<file path="config.mk">
export PLATFORM = sky130hd
export DESIGN_NAME = segment_bitmap_first_fit_allocator_core
export DESIGN_NICKNAME = d
export VERILOG_FILES = /design/src/sv/sbffa_pkg.sv /design/src/sv/sbffa_run_mask.sv /design/src/sv/segment_bitmap_first_fit_allocator_core.sv
export SDC_FILE = /design/constraint.sdc
export NUM_CORES = 1
export LEC_CHECK = 0
export ABC_AREA = 1
export BUFFER_PORTS_ARGS = -buffer_cell sky130_fd_sc_hd__buf_2
export CORE_ASPECT_RATIO = 1.2
export CORE_MARGIN = 2
export CORE_UTILIZATION = 57
export CTS_BUF_LIST = sky130_fd_sc_hd__clkbuf_8 sky130_fd_sc_hd__clkbuf_16
export DETAILED_ROUTE_END_ITERATION = 10
export PLACE_DENSITY = 0.74
export RECOVER_POWER = 25
export SYNTH_ARGS = -nofsm -noshare
export SYNTH_HDL_FRONTEND = slang
export SYNTH_HIERARCHICAL = 1
export SYNTH_SLANG_ARGS = --single-unit
</file>
<file path="constraint.sdc">
create_clock -name i_clk -period 4.98 [get_ports i_clk]
set_input_delay 0.747 -clock i_clk [delete_from_list [all_inputs] [get_ports i_clk]]
set_output_delay 0.747 -clock i_clk [all_outputs]
set_load 0.1 [all_outputs]
</file>
<file path="src/sv/sbffa_pkg.sv">
// Shared types and constants for the segment bitmap first-fit allocator.
// Depends on nothing; every other file of the block imports it.
package sbffa_pkg;

    // Area geometry.
    localparam int SEGMENTS  = 32;
    localparam int SEG_PAGES = 1024;

    localparam int PAGE_W = 20;
    localparam int DATA_W = 2 * PAGE_W;

    // Segment positions and run lengths, wide enough for position plus length.
    localparam int POS_W = $clog2(2 * SEGMENTS + 1);

    // Page accumulator: holds SEGMENTS * SEG_PAGES and compares against a page count.
    localparam int ACC_RAW = $clog2(SEGMENTS * SEG_PAGES + 1);
    localparam int ACC_W   = ((ACC_RAW > PAGE_W) ? ACC_RAW : PAGE_W) + 1;

    typedef logic [SEGMENTS-1:0] t_map;
    typedef logic [POS_W-1:0]    t_pos;
    typedef logic [ACC_W-1:0]    t_acc;
    typedef logic [PAGE_W-1:0]   t_page;

    // Request kinds.
    localparam logic OP_ALLOC   = 1'b0;
    localparam logic OP_RELEASE = 1'b1;

    // Configuration register indexes.
    localparam int  CFG_IDX_W = 1;
    localparam logic [CFG_IDX_W-1:0] REG_REGION_BASE = 1'b0;
    localparam logic [CFG_IDX_W-1:0] REG_MAX_REQUEST = 1'b1;

    localparam t_page BASE_RESET = 20'd524288;
    localparam t_page MAX_RESET  = 20'd32768;

endpackage

</file>
<file path="src/sv/sbffa_run_mask.sv">
// Run mask generator: marks the segments from a start position over a length.
// Depends on sbffa_pkg for the map and position types.
module sbffa_run_mask (
    input  sbffa_pkg::t_pos i_pos,
    input  sbffa_pkg::t_pos i_len,
    output sbffa_pkg::t_map o_mask
);
    import sbffa_pkg::*;

    t_pos w_end;

    // The end never overflows: both operands are at most SEGMENTS.
    assign w_end = i_pos + i_len;

    always_comb begin
        for (int i = 0; i < SEGMENTS; i++) begin
            o_mask[i] = (t_pos'(i) >= i_pos) && (t_pos'(i) < w_end);
        end
    end

endmodule

</file>
<file path="src/sv/segment_bitmap_first_fit_allocator_core.sv">
// Top level of the segment bitmap first-fit allocator: sequencer, state and ports.
// Depends on sbffa_pkg and sbffa_run_mask.
//
//  Channel   Direction  Handshake            Payload
//  s (req)   in         i_s_tvalid/o_s_tready tuser: opcode; tdata: size_pages, release_page
//  m (resp)  out        o_m_tvalid/i_m_tready tuser: ok; tdata: start_page, pages_in_use
//  cfg       in         i_cfg_valid/o_cfg_ready i_cfg_index, i_cfg_data
//
// One shared adder steps one segment per cycle, first to size a request's run,
// then to scan or locate its position. Oversized allocations go from idle
// straight to the apply state. The request side is ready only when
// the sequencer is idle; a result waits in the output register while a new
// request is taken. Reset empties the bitmap and the page count.
module segment_bitmap_first_fit_allocator_core (
    input  logic                      i_clk,
    input  logic                      i_rst_n,
    // Requests.
    input  logic                      i_s_tvalid,
    output logic                      o_s_tready,
    input  logic                      i_s_tuser,   // [0] opcode
    input  logic [sbffa_pkg::DATA_W-1:0] i_s_tdata, // [19:0] size_pages, [39:20] release_page
    // Responses.
    output logic                      o_m_tvalid,
    input  logic                      i_m_tready,
    output logic                      o_m_tuser,   // [0] ok
    output logic [sbffa_pkg::DATA_W-1:0] o_m_tdata, // [19:0] start_page, [39:20] pages_in_use
    // Configuration writes.
    input  logic                      i_cfg_valid,
    output logic                      o_cfg_ready,
    input  logic [sbffa_pkg::CFG_IDX_W-1:0] i_cfg_index,
    input  logic [sbffa_pkg::PAGE_W-1:0]    i_cfg_data
);
    import sbffa_pkg::*;

    typedef enum logic [4:0] {
        ST_IDLE   = 5'b00001,
        ST_SIZE   = 5'b00010,
        ST_SCAN   = 5'b00100,
        ST_LOCATE = 5'b01000,
        ST_APPLY  = 5'b10000
    } t_state;

    t_state r_state, n_state;

    t_page r_base, r_max;
    t_map  r_map, n_map;
    t_page r_total, n_total;

    logic  r_op;
    t_page r_size, r_addr;
    t_pos  r_n, n_n;
    t_pos  r_pos, n_pos;
    t_acc  r_acc, n_acc;
    logic  r_found, n_found;

    logic  r_out_valid, n_out_valid;
    logic  r_out_ok, n_out_ok;
    t_page r_out_start, n_out_start;
    t_page r_out_total, n_out_total;

    t_map  w_mask;
    t_acc  w_acc_step;
    t_page w_dist;
    logic  w_out_free;
    logic  w_accept;
    logic [PAGE_W:0] w_sum;

    sbffa_run_mask u_mask (
        .i_pos  (r_pos),
        .i_len  (r_n),
        .o_mask (w_mask)
    );

    // The one shared adder: steps the page accumulator by a segment.
    assign w_acc_step = r_acc + t_acc'(SEG_PAGES);
    assign w_dist     = r_addr - r_base;
    assign w_out_free = !r_out_valid || i_m_tready;
    assign w_accept   = i_s_tvalid && o_s_tready;
    assign w_sum      = {1'b0, r_total} + {1'b0, r_size};

    assign o_s_tready  = (r_state == ST_IDLE);
    assign o_cfg_ready = 1'b1;
    assign o_m_tvalid  = r_out_valid;
    assign o_m_tuser   = r_out_ok;
    assign o_m_tdata   = {r_out_total, r_out_start};

    always_comb begin
        n_state     = r_state;
        n_map       = r_map;
        n_total     = r_total;
        n_n         = r_n;
        n_pos       = r_pos;
        n_acc       = r_acc;
        n_found     = r_found;
        n_out_valid = r_out_valid && !i_m_tready;
        n_out_ok    = r_out_ok;
        n_out_start = r_out_start;
        n_out_total = r_out_total;

        case (r_state)
            ST_IDLE: begin
                if (w_accept) begin
                    n_n     = t_pos'(1);
                    n_acc   = t_acc'(SEG_PAGES);
                    n_pos   = '0;
                    n_found = 1'b0;
                    if (i_s_tuser == OP_ALLOC && i_s_tdata[PAGE_W-1:0] > r_max) begin
                        n_state = ST_APPLY;
                    end else begin
                        n_state = ST_SIZE;
                    end
                end
            end
            ST_SIZE: begin
                // Round the size up to whole segments, one segment per cycle.
                if (r_acc >= t_acc'(r_size) || r_n == t_pos'(SEGMENTS)) begin
                    n_acc = '0;
                    if (r_op == OP_RELEASE) begin
                        n_state = ST_LOCATE;
                    end else if (r_acc >= t_acc'(r_size)) begin
                        n_state = ST_SCAN;
                    end else begin
                        // More segments than the area holds: the allocation fails.
                        n_state = ST_APPLY;
                    end
                end else begin
                    n_n   = r_n + t_pos'(1);
                    n_acc = w_acc_step;
                end
            end
            ST_SCAN: begin
                if (r_pos + r_n > t_pos'(SEGMENTS)) begin
                    n_state = ST_APPLY;
                end else if ((w_mask & r_map) == '0) begin
                    n_found = 1'b1;
                    n_state = ST_APPLY;
                end else begin
                    n_pos = r_pos + t_pos'(1);
                    n_acc = w_acc_step;
                end
            end
            ST_LOCATE: begin
                // Find the first segment that starts at or above the release page.
                if (r_addr <= r_base || r_acc >= t_acc'(w_dist)
                        || r_pos == t_pos'(SEGMENTS)) begin
                    n_state = ST_APPLY;
                end else begin
                    n_pos = r_pos + t_pos'(1);
                    n_acc = w_acc_step;
                end
            end
            ST_APPLY: begin
                if (w_out_free) begin
                    n_out_valid = 1'b1;
                    n_out_start = '0;
                    if (r_op == OP_RELEASE) begin
                        n_map    = r_map & ~w_mask;
                        n_total  = (r_size > r_total) ? '0 : r_total - r_size;
                        n_out_ok = 1'b1;
                    end else begin
                        n_out_ok = r_found;
                        if (r_found) begin
                            n_map       = r_map | w_mask;
                            n_total     = w_sum[PAGE_W] ? '1 : w_sum[PAGE_W-1:0];
                            n_out_start = r_base + r_acc[PAGE_W-1:0];
                        end
                    end
                    n_out_total = n_total;
                    n_state     = ST_IDLE;
                end
            end
            default: begin
                n_state = ST_IDLE;
            end
        endcase
    end

    always_ff @(posedge i_clk) begin
        if (!i_rst_n) begin
            r_state     <= ST_IDLE;
            r_map       <= '0;
            r_total     <= '0;
            r_out_valid <= 1'b0;
            r_base      <= BASE_RESET;
            r_max       <= MAX_RESET;
        end else begin
            r_state     <= n_state;
            r_map       <= n_map;
            r_total     <= n_total;
            r_out_valid <= n_out_valid;
            if (i_cfg_valid && o_cfg_ready) begin
                case (i_cfg_index)
                    REG_REGION_BASE: r_base <= i_cfg_data;
                    REG_MAX_REQUEST: r_max  <= i_cfg_data;
                    default: begin
                    end
                endcase
            end
        end
    end

    always_ff @(posedge i_clk) begin
        if (w_accept) begin
            r_op   <= i_s_tuser;
            r_size <= i_s_tdata[PAGE_W-1:0];
            r_addr <= i_s_tdata[DATA_W-1:PAGE_W];
        end
        r_n         <= n_n;
        r_pos       <= n_pos;
        r_acc       <= n_acc;
        r_found     <= n_found;
        r_out_ok    <= n_out_ok;
        r_out_start <= n_out_start;
        r_out_total <= n_out_total;
    end

    // A request locks the sequencer until its result is built.
    a_busy_after_accept: assert property (@(posedge i_clk) disable iff (!i_rst_n)
        w_accept |=> !o_s_tready)
        else $error("request side ready right after a request was taken");

    // A run marked in use was entirely free before.
    a_alloc_run_free: assert property (@(posedge i_clk) disable iff (!i_rst_n)
        (r_state == ST_APPLY && w_out_free && r_op == OP_ALLOC && r_found)
            |-> ((w_mask & r_map) == '0) && (w_mask != '0))
        else $error("allocated run overlaps segments in use");

    // A failed allocation reports start page zero.
    a_fail_zero_start: assert property (@(posedge i_clk) disable iff (!i_rst_n)
        (o_m_tvalid && !o_m_tuser) |-> (o_m_tdata[PAGE_W-1:0] == '0))
        else $error("failed request carries a nonzero start page");

    // The run length stays within one to SEGMENTS while the run is scanned or located.
    a_len_range: assert property (@(posedge i_clk) disable iff (!i_rst_n)
        (r_state == ST_SCAN || r_state == ST_LOCATE)
            |-> (r_n >= t_pos'(1) && r_n <= t_pos'(SEGMENTS)))
        else $error("run length out of range");

endmodule

</file>
==> impl_results.md, run 1 <==
* Worst Path Class, Setup: flop to flop
* Wire length per cell at 16.45 um
* Fill cells at 2301
* Least-Margin Pin Slew at 2.115 ns
* Hold depth at 1
* Placed cells at 2344
* YS warnings at 6
* Syn_area_per_cell at 7.353 um^2
* Clock slew at reported path FFs at 0.06 ns
* Tot GR Track Use at 29.55%
* Vias in the first global route at 12764
* Final setup skew at 0.007244 ns
* EDFF count, synth at 108
* R2R Setup Slk at 0.45 ns
* HPWL Detailed at 30.34 mm
* Setup TNS at 0 ns
* Routability cong. at 0.9741
* Post-CTS Setup Repair Bufs at 0
* Area of the multi-input gates at 7875 um^2
* Num CTS Buffers at 23
* Total wire length at 39.24 mm
* Synth top area share at 22.61%
* DIE WIDTH at 148.8 um
* Area contributors post-synth: edfxtp_1 (23%), dfxtp_1 (14%), ha_1 (11%)
* Reg area at 5205 um^2
* Die Span Y at 177.8 um
* Initial Util at 57.96%
* Sink Count at 206
* Leakage at 7.289 nW
* VDD IR max at 0.0003504 V
* Hold Fails Final Rpt at 0
* Yosys top cell by area: edfxtp_1
* Htree depth at 1
* CP max stage delay at 0.64 ns
* Drt pass-1 iters at 5
* First-pass GRT wire length at 62.11 mm
* Slew Viols, Final at 51
* Worst path slowest cell: nor2_1
* Share of post-route cells with drive strength above 1 at 8.738%
* Hold Crit Class: input pin to flop
* Largest net degree at the start of global routing at 65
* Worst setup EP type: flop
* Reg-to-Reg End: r_acc[11]
* R2r startpoint: r_addr[0]
* Hold Path Sink: r_addr[12]
* Routed vias/inst at 5.551
* Initial antenna violation count at 0
* Most common cell in the netlist: nand2_1
* Grt ovf at 0
* Synth cell types at 57
* CTS Buffer Depth at 3
* Later-pin clock latency in the skew report at 0.51 ns
* Arrival @ worst endpoint at 4.67 ns
* Post-cts sizing count at 0
* PD cells at 533.6 nW/um^2
* Hold Startpoint: i_s_tdata[32]
* Final nets at 2242
* PortBufs at 109
* Outcome: finished with violations
* Fraction of registers with async set/reset at 0%
* Most common flop cell mapped by yosys: edfxtp_1
* Final period util at 90.87%
* I/O pin total at 111
* Post-synth top cells: nand2_1 (384), inv_1 (270), nor2_1 (244), a21oi_1 (185), nand3_1 (127)
* Max_slew headroom at -40.98%
* Final Critical Period at 4.525 ns
* Crit-path most repeated cell: nand2_1
* RSZ-0062 raised after global routing: no
* Crit-path max FO at 11
* Synth Cell Area at 14350 um^2
* Synth-to-layout area growth at 10.54%
* Max_cap viols at 1
* Crit path launch type: flop
* Clock root buffer: clkbuf_16
* Number of routed nets with antenna violations at 0
* Register area share after synthesis at 36.28%
* Post-Syn Nets at 2149
* R2r worst-path depth at 28
* # diodes at 0
* Vias at 13238
* Die area at 26460 um^2
* Synth Register Bits at 206
* DRC viols at 0
* Final Instance Count excl. Fillers at 2385
* Core Rows at 63
* Cell count after synthesis at 1951
* Failing checks: capacitance limit, slew limit
* Req. time, crit path at 5.12 ns
* Max frequency at 221.0 MHz
* Starting DRT DRC Count at 939
* Endpoints failing setup at 0
* Core area at 24750 um^2
* Cts hold-fix bufs at 0
* CTS tree: yes
==> layout by cell type, fill, tap and decap left out, types with 4 or more instances in the layout <==
cell	instances
a211oi_1	4
a21o_1	5
a21oi_1	185
a22o_1	16
a31oi_1	8
buf_2	88
buf_4	5
clkbuf_1	22
clkbuf_16	23
clkinv_2	4
dfxtp_1	98
edfxtp_1	108
fa_1	5
ha_1	126
inv_1	274
inv_2	12
nand2_1	384
nand2_2	5
nand3_1	127
nand3_2	5
nand3b_1	6
nand4_1	29
nor2_1	241
nor2_2	6
nor2_4	8
nor3_1	25
nor3b_1	4
o211ai_1	8
o21a_1	6
o21ai_0	122
o21ai_1	13
o21ai_2	4
o21bai_1	5
xnor2_1	12
xor2_1	28
==> per-layer routing <==
metal  track usage, %  wire length [um]
met2            52.06             18890
met4            12.78              1604
met3            3.342              2220
met1            36.55             16520
met5                0                 0
==> how the worst max path moves through the flow <==
stage                     from  slack (ns)        end  cells past startpoint
finish               r_addr[0]        0.45  r_acc[11]                     28
global route         r_addr[0]        0.07  r_acc[11]                     28
CTS                  r_addr[0]        0.47  r_acc[11]                     28
detailed placement   r_addr[0]        0.48  r_acc[16]                     28
global placement     r_addr[0]        0.57  r_acc[16]                     28
floorplan           r_state[3]        0.64  r_addr[0]                      5
==> cells by family after synthesis <==
logic type                 Yosys count  share of synthesized area [%]
buffers and inverters              329                          8.983
xor gates and xnor gates            40                          2.442
AOI/OAI and AO/OA                  388                          14.94
adders and majority gates          131                          11.69
DFF                                206                          36.28
other                                1                        0.02614
and+or+nand+nor                    856                          25.64
==> critical path: cells and delay by family, from the launching register on <==
family,cells,cell delay (ns)
xor+xnor,1,0.15
flops,1,0.32
fa+ha+maj,3,0.89
compound gates,3,0.52
simple gates,19,2.12
buf+inv,2,0.14
==> area by class of cell <==
cell class,count,share of cell area (%)
Inverter,282,6.675
Clock inverter,18,1.120
Multi-Input combinational cell,1416,49.66
Tap cell,325,2.564
Clock buffer,23,3.629
Sequential cell,206,32.82
Timing Repair Buffer,115,3.535
==> metrics by stage <==
step	hold slack [ns]	cell area (um^2)	setup slack (ns)	power, W	utilization [%]
after floorplan	0.4331	14350	0.6430	0.005685	-
after global placement	0.4459	15140	0.5707	0.006672	61.17
after detailed placement	0.4500	15140	0.4829	0.006757	61.17
after CTS	0.3890	15890	0.4657	0.008468	64.21
after global routing	0.3972	15860	0.07050	0.009108	64.07
final	0.4038	15860	0.4548	0.008462	64.07
==> state kept, by name, summed over array words and instances, names as in the netlist, 11 cells and up <==
| register | flops |
|---|---|
| r_max | 20 |
| r_map | 32 |
| r_acc | 11 |
| r_base | 20 |
| r_out_start | 20 |
| r_out_total | 20 |
| r_addr | 20 |
| r_size | 20 |
| r_total | 20 |
==> power by group <==
part / internal (W) / switching, W
logic: 0.00125 / 0.00299
clock network: 0.00100 / 0.000692
registers: 0.00219 / 0.000338
No activity file was read; power rests on OpenSTA's default activity.
==> run 2: changes to the inputs <==
ABC_AREA = default   (was 1)
GPL_ROUTABILITY_DRIVEN = 0   (was default)
==> impl_results.md, run 2 <==
* Max_cap viols at 1 (unchanged)
* Max frequency at 218.4 MHz (-1.2%)
* Req. time, crit path at 5.42 ns (+0.30 ns)
* Final setup skew at 0.01521 ns (+0.007968 ns)
* Synth cell types at 84 (+47%)
* Synth Cell Area at 13710 um^2 (-4.5%)
* PortBufs at 109 (unchanged)
* EDFF count, synth at 108 (unchanged)
* Yosys top cell by area: edfxtp_1
* Htree depth at 1 (unchanged)
* Placed instance area at 14500 um^2 (-4.2%)
* Routed vias/inst at 6.147 (+11%)
* Met2 Usage GRT at 47.61% (-4.5 points)
* Most common cell after layout, fill and taps aside: a21oi_1
* Vias in the first global route at 11360 (-11%)
* Met1 GRT Util at 37.33% (+0.78 points)
* Hold Fails Final Rpt at 0 (unchanged)
* Clock share of power at 25.6% (+5.6 points)
* Drt pass-1 iters at 7 (+2)
* Initial Util at 57.55% (-0.41 points)
* Post-Syn Nets at 1725 (-20%)
* Hold Crit Class: input pin to flop
* Grt ovf at 0 (unchanged)
* Final Instance Count excl. Fillers at 1953 (-18%)
* Arrival @ worst endpoint at 5.01 ns (+0.34 ns)
* Area contributors post-synth: edfxtp_1 (24%), dfxtp_1 (14%), ha_1 (12%)
* Die Span Y at 173.9 um (-2.2%)
* Core area at 23820 um^2 (-3.8%)
* Final Critical Period at 4.578 ns (+0.05318 ns)
* Crit path launch type: flop
* Synth-to-layout area growth at 11.41%
* Share of post-route cells with drive strength above 1 at 11.76% (+3.0 points)
* DIE WIDTH at 145.6 um (-2.2%)
* Total wire length at 36.95 mm (-5.8%)
* Largest Register: r_map
* Wire length per cell at 18.92 um (+15%)
* # diodes at 0 (unchanged)
* Fraction of registers with async set/reset at 0% (unchanged)
* Largest net degree at the start of global routing at 65 (unchanged)
* Num CTS Buffers at 23 (unchanged)
* Core Rows at 62 (-1.6%)
* Most common flop cell mapped by yosys: edfxtp_1
* Final nets at 1814 (-19%)
* Max reg flops at 32 (unchanged)
* Outcome: finished with violations
* HPWL Detailed at 26.89 mm (-11%)
* Final core occ at 64.12% (about the same)
* Worst Path Class, Setup: flop to flop
* Post-synth top cells: a21oi_1 (164), nand2_1 (156), ha_1 (126), nor2_1 (114), inv_1 (110)
* Cell count after synthesis at 1527 (-22%)
* Least-Margin Pin Slew at 1.777 ns (-0.3375 ns)
* Worst setup EP type: flop
* Power share of the combinational group at 42.2% (-7.9 points)
* Final Cell Area at 15270 um^2 (-3.7%)
* Number of routed nets with antenna violations at 0 (unchanged)
* Syn_area_per_cell at 8.976 um^2 (+22%)
* Endpoints failing setup at 0 (unchanged)
* Vias at 12005 (-9.3%)
* Most common cell in the netlist: a21oi_1
* GRT busiest layer: met2
* I/O pin total at 111 (unchanged)
* Synth top area share at 23.66% (+1.1 points)
* Synth Register Bits at 206 (unchanged)
* First-pass GRT wire length at 58.63 mm (-5.6%)
* Pint at 0.004125 W (-7.2%)
* Die area at 25310 um^2 (-4.4%)
* Crit-path max FO at 32 (+21)
* Starting DRT DRC Count at 958 (+2.0%)
* Slew Viols, Final at 55 (+7.8%)
* Final period util at 91.94% (+1.1 points)
* Clock slew at reported path FFs at 0.06 ns (about the same)
* Highest-count cells in the layout ignoring fill and taps: a21oi_1 (164), nand2_1 (156), ha_1 (126)
* DRC viols at 0 (unchanged)
* Max_slew headroom at -18.61% (+22 points)
* Sink Count at 206 (unchanged)
* Placed cells at 1911 (-18%)
* RSZ-0062 raised after global routing: no
* Cts hold-fix bufs at 0 (unchanged)
* VDD IR max at 0.0004391 V (+25%)
* Setup TNS at 0 ns (unchanged)
* Tot GR Track Use at 28.52% (-1.0 points)
* P_sw at 0.002811 W (-30%)
* YS warnings at 6 (unchanged)
* Initial antenna violation count at 0 (unchanged)
* CTS Buffer Depth at 3 (unchanged)
* PD cells at 454.2 nW/um^2 (-15%)
* CTS tree: yes
* Register area share after synthesis at 37.98% (+1.7 points)
* Later-pin clock latency in the skew report at 0.53 ns (+0.02 ns)
* Sw frac at 40.53% (-6.9 points)
* Sequential Power Share at 32.2% (+2.3 points)
* Met3 usage at 4.447% (+1.1 points)
* Leakage at 6.112 nW (-16%)
* Clock root buffer: clkbuf_16
* Failing checks: capacitance limit, slew limit
run 2: path summary, 6_finish.rpt:
| path | start | endpoint | slack (ns) | cells after the start |
|---|---|---|---|---|
| hold / removal | i_s_tdata[24] | r_addr[4] | 0.39 | 1 |
| setup reg to reg | r_n[0] | r_state[1] | 0.40 | 17 |
| setup / recovery | r_n[0] | r_state[1] | 0.40 | 17 |
| hold reg to reg | r_max[19] | r_max[19] | 0.45 | 2 |
run 2: cell families (layout without fill, tap and decap cells):
kind of cell	after synthesis	in the layout	share of synthesized area, %
fa+ha+maj	131	131	12.23
mux	3	3	0.2373
other cells	1	1	0.02736
simple gates	471	471	16.39
flops	206	206	37.98
buf+inv	180	286	5.633
compound gates	477	477	23.69
xor+xnor	58	58	3.816
run 2: critical path, stage by stage, from the launching register on:
cell	delay, ns
edfxtp_1	0.49
ha_1	0.27
fa_1	0.45
a211oi_2	0.33
o21bai_1	0.12
a211o_1	0.31
a21oi_2	0.19
buf_12	0.22
a31oi_1	0.15
a22o_1	0.26
a221oi_1	0.28
nand4_1	0.13
or3_1	0.44
nand2_1	0.09
nand4b_1	0.13
nand3_1	0.14
or3_1	0.33
a21oi_1	0.14
run 2: power groups by stage:
stage / clock network, W / logic (W) / registers [W]
floorplan: 0 / 0.00217 / 0.00225
global placement: 0 / 0.00280 / 0.00226
detailed placement: 0 / 0.00285 / 0.00226
CTS: 0.00180 / 0.00287 / 0.00223
global route: 0.00186 / 0.00323 / 0.00225
finish: 0.00177 / 0.00293 / 0.00224
run 2: layer usage:
metal	vias to the layer above	wire length [um]	part of all wire [%]
li1	5762	-	-
met1	5596	15250	41
met2	546	17500	47
met3	101	2858	7.7
met4	0	1341	3.6
met5	-	0	0
run 2: final cells by class:
type / instances / area [um^2]
clock buffer: 24 / 589.3
clock inverter: 18 / 192.7
fill: 2018 / 8546
inverter: 111 / 416.7
multi-input combinational: 1141 / 7770
sequential: 206 / 5205
tap: 320 / 400.4
timing repair buffer: 133 / 695.7
run 2: metrics by stage:
stage | power [W] | hold WS, ns | setup slack [ns]
after floorplan | 0.004420 | 0.4363 | 0.5592
after global placement | 0.005061 | 0.4439 | 0.4748
after detailed placement | 0.005111 | 0.4463 | 0.2830
after CTS | 0.006896 | 0.3750 | 0.2434
after global routing | 0.007338 | 0.3801 | 0.05053
final | 0.006936 | 0.3919 | 0.4016
run 2: what timing repair did:
item,in CTS,in global routing
endpoints found under the hold margin,0,0
setup endpoints to repair,0,18
setup buffers,0,0
gates resized for setup,0,5
